--- src/sv/i2cms_pkg.sv ---
package i2cms_pkg;

    // item function codes
    localparam logic [1:0] FUNC_LOAD   = 2'd0;
    localparam logic [1:0] FUNC_BEGIN  = 2'd1;
    localparam logic [1:0] FUNC_STATUS = 2'd2;

    // config register indexes
    localparam logic [1:0] CFG_DEV_ADDR   = 2'd0;
    localparam logic [1:0] CFG_BYTE_COUNT = 2'd1;
    localparam logic [1:0] CFG_RX_MODE    = 2'd2;
    localparam logic [1:0] CFG_START_IDX  = 2'd3;

    // controller status codes
    localparam logic [7:0] ST_START       = 8'h08;
    localparam logic [7:0] ST_RSTART      = 8'h10;
    localparam logic [7:0] ST_ADDRW_ACK   = 8'h18;
    localparam logic [7:0] ST_ADDRW_NACK  = 8'h20;
    localparam logic [7:0] ST_TXDATA_ACK  = 8'h28;
    localparam logic [7:0] ST_TXDATA_NACK = 8'h30;
    localparam logic [7:0] ST_ADDRR_ACK   = 8'h40;
    localparam logic [7:0] ST_RXDATA_ACK  = 8'h50;
    localparam logic [7:0] ST_RXDATA_NACK = 8'h58;

    localparam logic       RW_READ   = 1'b1;
    localparam logic [5:0] CMD_BYTES = 6'd2;

    typedef struct packed {
        logic       tx_valid;
        logic [7:0] tx_byte;
        logic       send_start;
        logic       send_stop;
        logic       send_ack;
        logic       clear_flag;
        logic       rx_valid;
        logic [4:0] rx_index;
        logic [7:0] rx_byte;
        logic       done_res;
        logic       timeout_clear;
        logic       unhandled;
    } t_result;

    // decode stage: result less the buffer byte, plus how to fill it in
    typedef struct packed {
        t_result res;
        logic    sel_ram;
        logic    ram_ok;
    } t_stage;

endpackage

--- src/sv/i2cms_ram.sv ---
module i2cms_ram #(
    parameter int WIDTH = 8,
    parameter int DEPTH = 32
) (
    input  logic                     i_clk,
    input  logic                     i_we,
    input  logic [$clog2(DEPTH)-1:0] i_waddr,
    input  logic [WIDTH-1:0]         i_wdata,
    input  logic                     i_re,
    input  logic [$clog2(DEPTH)-1:0] i_raddr,
    output logic [WIDTH-1:0]         o_rdata
);
    logic [WIDTH-1:0] r_mem [DEPTH];
    logic [WIDTH-1:0] r_rdata;

    always_ff @(posedge i_clk) begin
        if (i_we) begin
            r_mem[i_waddr] <= i_wdata;
        end
        if (i_re) begin
            r_rdata <= r_mem[i_raddr];
        end
    end

    assign o_rdata = r_rdata;
endmodule

--- src/sv/i2c_master_status_sequencer.sv ---
// A result beat passes the decode register and then the register that merges in
// the buffer read; a stalled output holds both.
// Throughput: one item per cycle while the output is not stalled; the decode stage
// issues at most one buffer read and one buffer write per item; read data is registered.
// Reset (synchronous, active low) clears position, config registers and pipeline
// valids; the byte buffer is not cleared and holds garbage until written.
module i2c_master_status_sequencer #(
    parameter int BUFFER_BYTES = 32
) (
    input  logic       i_clk,
    input  logic       i_rst_n,
    input  logic       i_cfg_we,
    input  logic [1:0] i_cfg_idx,
    input  logic [6:0] i_cfg_data,
    input  logic       i_valid,
    output logic       o_ready,
    input  logic [1:0] i_func,
    input  logic [7:0] i_status_code,
    input  logic       i_timeout_seen,
    input  logic [7:0] i_rx_data,
    input  logic [4:0] i_load_index,
    input  logic [7:0] i_load_byte,
    output logic       o_valid,
    input  logic       i_ready,
    output logic       o_tx_valid,
    output logic [7:0] o_tx_byte,
    output logic       o_send_start,
    output logic       o_send_stop,
    output logic       o_send_ack,
    output logic       o_clear_flag,
    output logic       o_rx_valid,
    output logic [4:0] o_rx_index,
    output logic [7:0] o_rx_byte,
    output logic       o_done_res,
    output logic       o_timeout_clear,
    output logic       o_unhandled
);
    import i2cms_pkg::*;

    localparam int         AW    = $clog2(BUFFER_BYTES);
    localparam logic [8:0] DEPTH = 9'(BUFFER_BYTES);

    logic [6:0] r_dev_addr;
    logic [5:0] r_byte_count;
    logic       r_rx_mode;
    logic [4:0] r_start_index;
    logic [5:0] r_pos, n_pos;

    logic    r_s1_valid, n_s1_valid;
    t_stage  r_s1, n_s1;
    logic    r_out_valid, n_out_valid;
    t_result r_out, n_out;

    logic       s1_adv, in_acc;
    logic [5:0] pos_inc;
    logic [8:0] pos_wide, load_wide;
    logic       pos_ok, load_ok;
    logic [7:0] addr_byte;
    logic       wr_en;
    logic [8:0] wr_idx;
    logic [7:0] wr_data;
    logic [7:0] rd_data;

    assign s1_adv    = r_s1_valid && (!r_out_valid || i_ready);
    assign o_ready   = !r_s1_valid || s1_adv;
    assign in_acc    = i_valid && o_ready;
    assign pos_inc   = r_pos + 6'd1;
    assign pos_wide  = {3'b000, r_pos};
    assign load_wide = {4'b0000, i_load_index};
    assign pos_ok    = pos_wide < DEPTH;
    assign load_ok   = load_wide < DEPTH;
    assign addr_byte = {r_dev_addr, 1'b0};

    // decode: everything but the buffer byte is known here
    always_comb begin
        n_s1    = '0;
        n_pos   = r_pos;
        wr_en   = 1'b0;
        wr_idx  = load_wide;
        wr_data = i_load_byte;
        unique case (i_func)
            FUNC_LOAD: begin
                wr_en = load_ok;
            end
            FUNC_BEGIN: begin
                n_pos              = {1'b0, r_start_index};
                n_s1.res.send_start = 1'b1;
            end
            FUNC_STATUS: begin
                priority if (i_timeout_seen) begin
                    n_s1.res.timeout_clear = 1'b1;
                end else begin
                    unique case (i_status_code)
                        ST_START: begin
                            n_s1.res.tx_valid   = 1'b1;
                            n_s1.res.tx_byte    = addr_byte | {7'd0, r_pos != 6'd0};
                            n_s1.res.clear_flag = 1'b1;
                        end
                        ST_RSTART: begin
                            n_s1.res.tx_valid   = 1'b1;
                            n_s1.res.tx_byte    = addr_byte | {7'd0, RW_READ};
                            n_s1.res.clear_flag = 1'b1;
                        end
                        ST_ADDRW_ACK: begin
                            n_s1.res.tx_valid   = 1'b1;
                            n_s1.res.clear_flag = 1'b1;
                            n_s1.sel_ram        = 1'b1;
                            n_s1.ram_ok         = pos_ok;
                            n_pos               = pos_inc;
                        end
                        ST_ADDRW_NACK, ST_TXDATA_NACK: begin
                            n_s1.res.send_start = 1'b1;
                            n_s1.res.send_stop  = 1'b1;
                            n_s1.res.clear_flag = 1'b1;
                        end
                        ST_TXDATA_ACK: begin
                            n_s1.res.clear_flag = 1'b1;
                            if ((r_rx_mode && r_pos < CMD_BYTES)
                                    || (!r_rx_mode && r_pos < r_byte_count)) begin
                                n_s1.res.tx_valid = 1'b1;
                                n_s1.sel_ram      = 1'b1;
                                n_s1.ram_ok       = pos_ok;
                                n_pos             = pos_inc;
                            end else if (r_rx_mode) begin
                                // command bytes out, turn around with repeated start
                                n_s1.res.send_start = 1'b1;
                            end else begin
                                n_s1.res.send_stop = 1'b1;
                                n_s1.res.done_res  = 1'b1;
                            end
                        end
                        ST_ADDRR_ACK: begin
                            n_s1.res.clear_flag = 1'b1;
                            n_s1.res.send_ack   =
                                ({1'b0, r_pos} + 7'd1) < {1'b0, r_byte_count};
                        end
                        ST_RXDATA_ACK, ST_RXDATA_NACK: begin
                            wr_en               = pos_ok;
                            wr_idx              = pos_wide;
                            wr_data             = i_rx_data;
                            n_s1.res.rx_valid   = 1'b1;
                            n_s1.res.rx_index   = r_pos[4:0];
                            n_s1.res.rx_byte    = i_rx_data;
                            n_s1.res.clear_flag = 1'b1;
                            n_pos               = pos_inc;
                            if (i_status_code == ST_RXDATA_ACK) begin
                                // ack test uses the already advanced position
                                n_s1.res.send_ack =
                                    ({1'b0, pos_inc} + 7'd1) < {1'b0, r_byte_count};
                            end else begin
                                n_s1.res.send_stop = 1'b1;
                                n_s1.res.done_res  = 1'b1;
                            end
                        end
                        default: begin
                            n_s1.res.unhandled = 1'b1;
                        end
                    endcase
                end
            end
            default: begin
                n_s1 = '0;
            end
        endcase
    end

    i2cms_ram #(
        .WIDTH (8),
        .DEPTH (BUFFER_BYTES)
    ) u_buf (
        .i_clk   (i_clk),
        .i_we    (in_acc && wr_en),
        .i_waddr (wr_idx[AW-1:0]),
        .i_wdata (wr_data),
        .i_re    (in_acc),
        .i_raddr (pos_wide[AW-1:0]),
        .o_rdata (rd_data)
    );

    // merge the buffer byte into the result
    always_comb begin
        n_out = r_s1.res;
        if (r_s1.sel_ram) begin
            n_out.tx_byte = r_s1.ram_ok ? rd_data : 8'd0;
        end
    end

    assign n_s1_valid  = in_acc || (r_s1_valid && !s1_adv);
    assign n_out_valid = s1_adv || (r_out_valid && !i_ready);

    always_ff @(posedge i_clk) begin
        if (!i_rst_n) begin
            r_dev_addr    <= '0;
            r_byte_count  <= '0;
            r_rx_mode     <= 1'b0;
            r_start_index <= '0;
            r_pos         <= '0;
            r_s1_valid    <= 1'b0;
            r_out_valid   <= 1'b0;
        end else begin
            if (i_cfg_we) begin
                unique case (i_cfg_idx)
                    CFG_DEV_ADDR:   r_dev_addr    <= i_cfg_data;
                    CFG_BYTE_COUNT: r_byte_count  <= i_cfg_data[5:0];
                    CFG_RX_MODE:    r_rx_mode     <= i_cfg_data[0];
                    CFG_START_IDX:  r_start_index <= i_cfg_data[4:0];
                endcase
            end
            if (in_acc) begin
                r_pos <= n_pos;
            end
            r_s1_valid  <= n_s1_valid;
            r_out_valid <= n_out_valid;
        end
    end

    always_ff @(posedge i_clk) begin
        if (in_acc) begin
            r_s1 <= n_s1;
        end
        if (s1_adv) begin
            r_out <= n_out;
        end
    end

    assign o_valid         = r_out_valid;
    assign o_tx_valid      = r_out.tx_valid;
    assign o_tx_byte       = r_out.tx_byte;
    assign o_send_start    = r_out.send_start;
    assign o_send_stop     = r_out.send_stop;
    assign o_send_ack      = r_out.send_ack;
    assign o_clear_flag    = r_out.clear_flag;
    assign o_rx_valid      = r_out.rx_valid;
    assign o_rx_index      = r_out.rx_index;
    assign o_rx_byte       = r_out.rx_byte;
    assign o_done_res      = r_out.done_res;
    assign o_timeout_clear = r_out.timeout_clear;
    assign o_unhandled     = r_out.unhandled;
endmodule

--- config.mk ---
export PLATFORM = sky130hd
export DESIGN_NAME = i2c_master_status_sequencer
export DESIGN_NICKNAME = d
export VERILOG_FILES = /design/src/sv/i2cms_pkg.sv /design/src/sv/i2cms_ram.sv /design/src/sv/i2c_master_status_sequencer.sv
export SDC_FILE = /design/constraint.sdc
export NUM_CORES = 1
export LEC_CHECK = 0
export BUFFER_PORTS_ARGS = -buffer_cell sky130_fd_sc_hd__buf_2
export CORE_ASPECT_RATIO = 0.7
export CORE_MARGIN = 4
export CORE_UTILIZATION = 45
export DETAILED_ROUTE_END_ITERATION = 8
export PLACE_DENSITY_LB_ADDON = 0.08
export SYNTH_ARGS = -nofsm -noshare
export SYNTH_HDL_FRONTEND = slang
export SYNTH_HIERARCHICAL = 1
export SYNTH_SLANG_ARGS = --single-unit
--- constraint.sdc ---
create_clock -name i_clk -period 9.77 [get_ports i_clk]
set_input_delay 1.4655 -clock i_clk [delete_from_list [all_inputs] [get_ports i_clk]]
set_output_delay 1.4655 -clock i_clk [all_outputs]
set_load 0.01 [all_outputs]
Word-level counts from Yosys, hierarchy flattened. Memory sizes are Yosys's and may differ from the RTL's. A register that Yosys moved wholly into a read port is not among the register bits. Cells that the tools add are included.

Input port bits: 46. Word-level logic and storage cells: 134. Memories: 1. Memory bits (writable): 256. Register bits after elaboration: 89. Output and inout bits: 32.

Eq/ne operators: 17. Bitwise logic cells: 3. Reduce and logical (&&, ||, !) cells: 33. Muxes and demuxes: 38. Add/subtract/negate cells: 3. $lt $le $gt $ge: 6.

Memory list: u_buf.r_mem (depth 32, bits a word 8, rd ports 1, clocked after memory_dff 1, wr ports 1, RTL line i2cms_ram.sv:13) `logic [WIDTH-1:0] r_mem [DEPTH];`.

Operators by type and width (number): 8-bit two-way mux (5); 8-bit by 6-bit equality test with 1-bit output (second input constant) (3); 8-bit by 7-bit equality test with 1-bit output (second input constant) (3); 6-bit case mux with 2 select lines (2); 19-bit two-way mux (1); 8-bit by 5-bit equality test with 1-bit output (second input constant) (2); 8-bit case mux with 2 select lines (1); 5-bit two-way mux (3); 6-bit by 1-bit adder with 7-bit output (second input constant) (2); 7-bit by 6-bit less-than comparator with 1-bit output (2); 14-bit two-way mux (1); 1-bit two-way mux (13); 6-bit two-way mux (2); 1-bit case mux with 2 select lines (6); 3-bit OR reduction (3); 9-bit OR reduction (1); 8-bit by 4-bit equality test with 1-bit output (second input constant) (1); 8-bit by 1-bit OR with 8-bit output (1); 2-bit AND reduction (4); 1-bit logical AND (7); 6-bit by 1-bit adder with 6-bit output (second input constant) (1); 2-bit equality test (second input constant) (3); 5-bit by 6-bit less-than comparator with 1-bit output (second input constant) (1); 6-bit by 2-bit less-than comparator with 1-bit output (second input constant) (1); 17 further kinds (31).

Longest topological paths before layout.
Depth in word-level cells: 8. Mapped depth: 11. Mapped depth without buffers: 10.

By module. The synthesis kept the hierarchy.

By module, submodules not included: i2cms_ram (times used 1, seq. area each 7927.6 µm², area an instance 10133.5 µm², cells each 417); i2c_master_status_sequencer (times used 1, seq. area each 2402.3 µm², area an instance 4206.5 µm², cells each 369).

Least setup slack after synthesis. OpenSTA, ideal clock, no wires.

Path type: in2reg. Start point: input port i_ready. End point: memory u_buf.r_mem[0][0], enable pin. Cell stages on the path: 7. Path buffers: 1. Slack: 5.417 ns. Setup time: 0.370 ns. Required time: 9.400 ns. Arrival time: 3.983 ns. Cell sequence: nor2b_1 nand2_1 and2_1 o21a_1 or3b_2 clkbuf_1 nor2_1.

Word-level cells in the longest chain between the ends: 7.

RTL lines: from (decl) (RTL line i2c_master_status_sequencer.sv:24) `input logic i_ready,`; 1-bit logical OR (RTL line i2c_master_status_sequencer.sv:64) `assign s1_adv = r_s1_valid && (!r_out_valid || i_ready);`; 1-bit logical AND (RTL line i2c_master_status_sequencer.sv:64); 1-bit logical OR (RTL line i2c_master_status_sequencer.sv:65) `assign o_ready = !r_s1_valid || s1_adv;`; named net o_ready (RTL line i2c_master_status_sequencer.sv:16) `output logic o_ready,`; 1-bit logical AND (RTL line i2c_master_status_sequencer.sv:66) `assign in_acc = i_valid && o_ready;`; named net in_acc (RTL line i2c_master_status_sequencer.sv:54) `logic s1_adv, in_acc;`; 1-bit logical AND (RTL line i2c_master_status_sequencer.sv:172) `.i_we (in_acc && wr_en),`; 1-bit two-way mux (RTL line i2cms_ram.sv:17) `if (i_we) begin`; 1-bit two-way mux (implied by the code) (RTL line i2cms_ram.sv:18) `r_mem[i_waddr] <= i_wdata;`; to (decl) (RTL line i2cms_ram.sv:13).

The timed path passes the listed nets, and every way through them passes these cells.

Final worst setup path.
Start point: input port i_func[0]. End point: memory u_buf.r_mem[16][5], enable pin.

Elaborated cells between the ends (all ways): 7. Classes of those cells: eq/ne: 1; mux: 4; reduce/logical: 2.

RTL lines: from (decl) (RTL line i2c_master_status_sequencer.sv:17) `input logic [1:0] i_func,`; 2-bit equality test (RTL line i2c_master_status_sequencer.sv:81) `unique case (i_func)`; 5-bit two-way mux (RTL line i2c_master_status_sequencer.sv:81); named net wr_idx[4] (RTL line i2c_master_status_sequencer.sv:60) `logic [8:0] wr_idx;`.

The timed path passes the listed nets, and every way through them passes these cells.

==> results.cfg <==
[run_status]
outcome = completed

[pwr]
switching_power_uw = 639.0
p_int_uw = 2415
cellLeakagePower_uw = 0.005443
seq_power_share_pct = 55.1
powerDensity_mw_per_mm2 = 187.6
combPwrFrac_pct = 4.1
netSwitchingFraction_pct = 20.93
peakVddDrop_uv = 148.2
clkPwrFrac_pct = 40.9

[clocking]
cts_tree = built
postCtsHoldBufs = 0
cts_setup_buffers = 0
clk_latency_ns = 0.52
cts_made_buffers = 35
clock_sinks = 353
cts_root_buffer = clkbuf_16
post_cts_resized = 0
htreeDepth = 2
clkTransAtPathRegs_ns = 0.06
clock_path_buffers = 3

[critical_path]
cp_common_cell = nor2_1
endpoint_kind = flop
cp_slowest_cell = nor2_1
regToRegStartpoint = r_pos[0]$_SDFFE_PN0P_
path_max_fanout = 13
worstPathRequired_ns = 9.92
path_cells = buf_2 -> inv_1 -> ha_1 -> nor2b_1 -> nand2_1 -> nor2_1 -> and2_1 -> a21o_1 -> or3b_2 -> nor2_1
crit_buf_inv = 2
startpoint = i_func[0]
critPathLaunchType = input port
path_delay_family = simple AND/OR/NAND/NOR gates
worstSetupPathType = in -> reg
max_stage_delay_ns = 0.62
cp_data_arrival_time_ns = 4.93

[sta]
setup_viol_count_final = 0
min_period_ns = 4.773
worst_pin_slew_ns = 1.181
final_max_slew_viol_count = 0
rsz0062_at_grt = false
relSlewSlack_pct = 20.64
fin_tns_setup_ns = 0
period_share_pct = 48.85
hold_ws_ns = 0.4188
skew_ns = 0.02017
setup_slack_ns = 4.997
finalHoldViolations = 0
fmax_ghz = 0.2095

[synth]
synth_enable_flop_cells = 326
netlist_area_sq_mm = 0.01434
ys.flop_type = edfxtp_1
avgSynthCellArea_sq_um = 18.24
synth_nets = 853
synth_area_leaders = edfxtp_1 (68%), mux4_2 (13%), dfxtp_1 (3.8%)
yosys.area.top_type = edfxtp_1
netlist_instances = 786
ys_warn_count = 6
yosysSeqAreaShare_pct = 72.04
async_reset_ff_share_pct = 0
synth_top_area_share_pct = 68.27
synth_cell_type_count = 51
ys_seq_elements = 353

[routing]
via_per_inst = 5.733
drtAntennaViolNets = 0
dr.pass1.iters = 5
wl_per_cell_um = 25.63
drc = 0
wirelength_um = 34040
drt_iter0_drc = 885
vias = 7614

[global_routing]
grt_use_total_pct = 19.55
grt_max_degree = 46
antenna_found_initial = 0
grt_pass1_wl_um = 50290
overflow = 0
grt_pass1_vias = 7392

[floorplan]
io_pins = 78
chipHeight_um = 157.4
initial_utilization_pct = 45.84
dieArea_sq_mm = 0.03483
coreArea_sq_mm = 0.03128
num_rows = 54
die_x_um = 221.4

[finish]
mostFrequentLayoutCell = edfxtp_1
syn_to_final_growth_pct = 13.49
final_cell_mix = edfxtp_1 (326), mux4_2 (80), buf_2 (77), nor2_1 (69), clkbuf_16 (37)
final_area_sq_mm = 0.01627
diodes = 0
fin_nets = 949
drive_above_1_share_pct = 26.98
layoutNonFillerInstCount = 1328

[hold_path]
hold_path_class = reg -> reg
min_from = n_out[9]$_SDFFCE_PP0P_

[placement]
gp_congestion = 0.8667
hpwl_um = 23050
post_dp_cell_area_sq_mm = 0.01521
io_buffers = 77
dp.cells = 1265
pre_cts_ws_ns = 4.499

[job]
maxCapViolations = 0
## metrics by stage
step	utilization [%]	power (uW)
floorplan	-	1779
global placement	48.64	1837
detailed placement	48.64	1840
CTS	52.02	3085
global route	52.02	3167
finish	52.02	3054
## state kept, by name, summed over array words and instances (netlist names), 5 cells and up
signal and flops:
n_out 22, o_rx_byte 8, o_rx_index 5, o_tx_byte 8, r_byte_count 6, r_dev_addr 7
r_pos 6, r_s1 10, r_start_index 5, u_buf/o_rdata 8, u_buf/r_mem 256
## metal layers
layer  track usage (%)  wire (um)  up-vias
met2             27.56      14310      328
met5                 0          0        -
met4             4.782        612        0
li1                  -          -     3301
met3             4.940       2909       45
met1             30.67      16210     3940
## power groups by stage
stage / Combinational [uW] / Sequential (uW) / Clock (uW)
finish: 125 / 1680 / 1250
global route: 135 / 1680 / 1350
CTS: 126 / 1680 / 1280
detailed placement: 126 / 1710 / 0
global placement: 124 / 1710 / 0
floorplan: 67.2 / 1710 / 0
## worst paths after layout
path                                                      to  slack, ns  cells after the start
worst max register to register    u_buf/o_rdata[3]$_DFFE_PP_       6.48                      4
worst min-delay path                  o_rx_byte[6]$_DFFE_PP_       0.42                      0
worst max-delay path            u_buf/r_mem[16][5]$_DFFE_PP_       5.00                     10
worst min register to register        o_rx_byte[6]$_DFFE_PP_       0.42                      0
## cell usage after synthesis, types with 2 or more instances
master    number
a211oi_1       2
or3b_2         3
o221ai_1       2
inv_1         24
xor2_1         5
buf_2          3
o21ai_0       15
nor2b_1        7
o211ai_1       4
or3_1          2
clkbuf_1      17
dfxtp_1       27
a21oi_1        9
edfxtp_1     326
buf_1          6
mux2_2         9
a31oi_1        3
nand3b_1       6
and2_1        22
nand2_1       28
mux2i_1       23
ha_1          21
mux4_2        80
o22ai_1        2
nor2_1        69
nor4_1         4
nor3_1         4
a21boi_0       3
nand3_1       11
xnor2_1        4
nand2b_1       4
buf_4          6
a21o_1        17
## cells by family after synthesis
kind of cell	synth area share (%)
multiplexers	14.88
XOR/XNOR	0.5497
flip-flops	72.04
adder cells (fa/ha/maj)	1.832
AO/OA/AOI/OAI	3.071
AND/OR/NAND/NOR	5.907
buffers and inverters	1.728
## layout make-up
class | instances | area (sq um)
Timing Repair Buffer | 92 | 498.0
Clock inverter | 18 | 93.84
Clock buffer | 45 | 965.9
Sequential cell | 353 | 10330
Tap cell | 420 | 525.5
Inverter | 24 | 90.09
Multi-Input combinational cell | 376 | 3766
Fill cell | 2510 | 15010
Power figures use the tool's default switching activity.
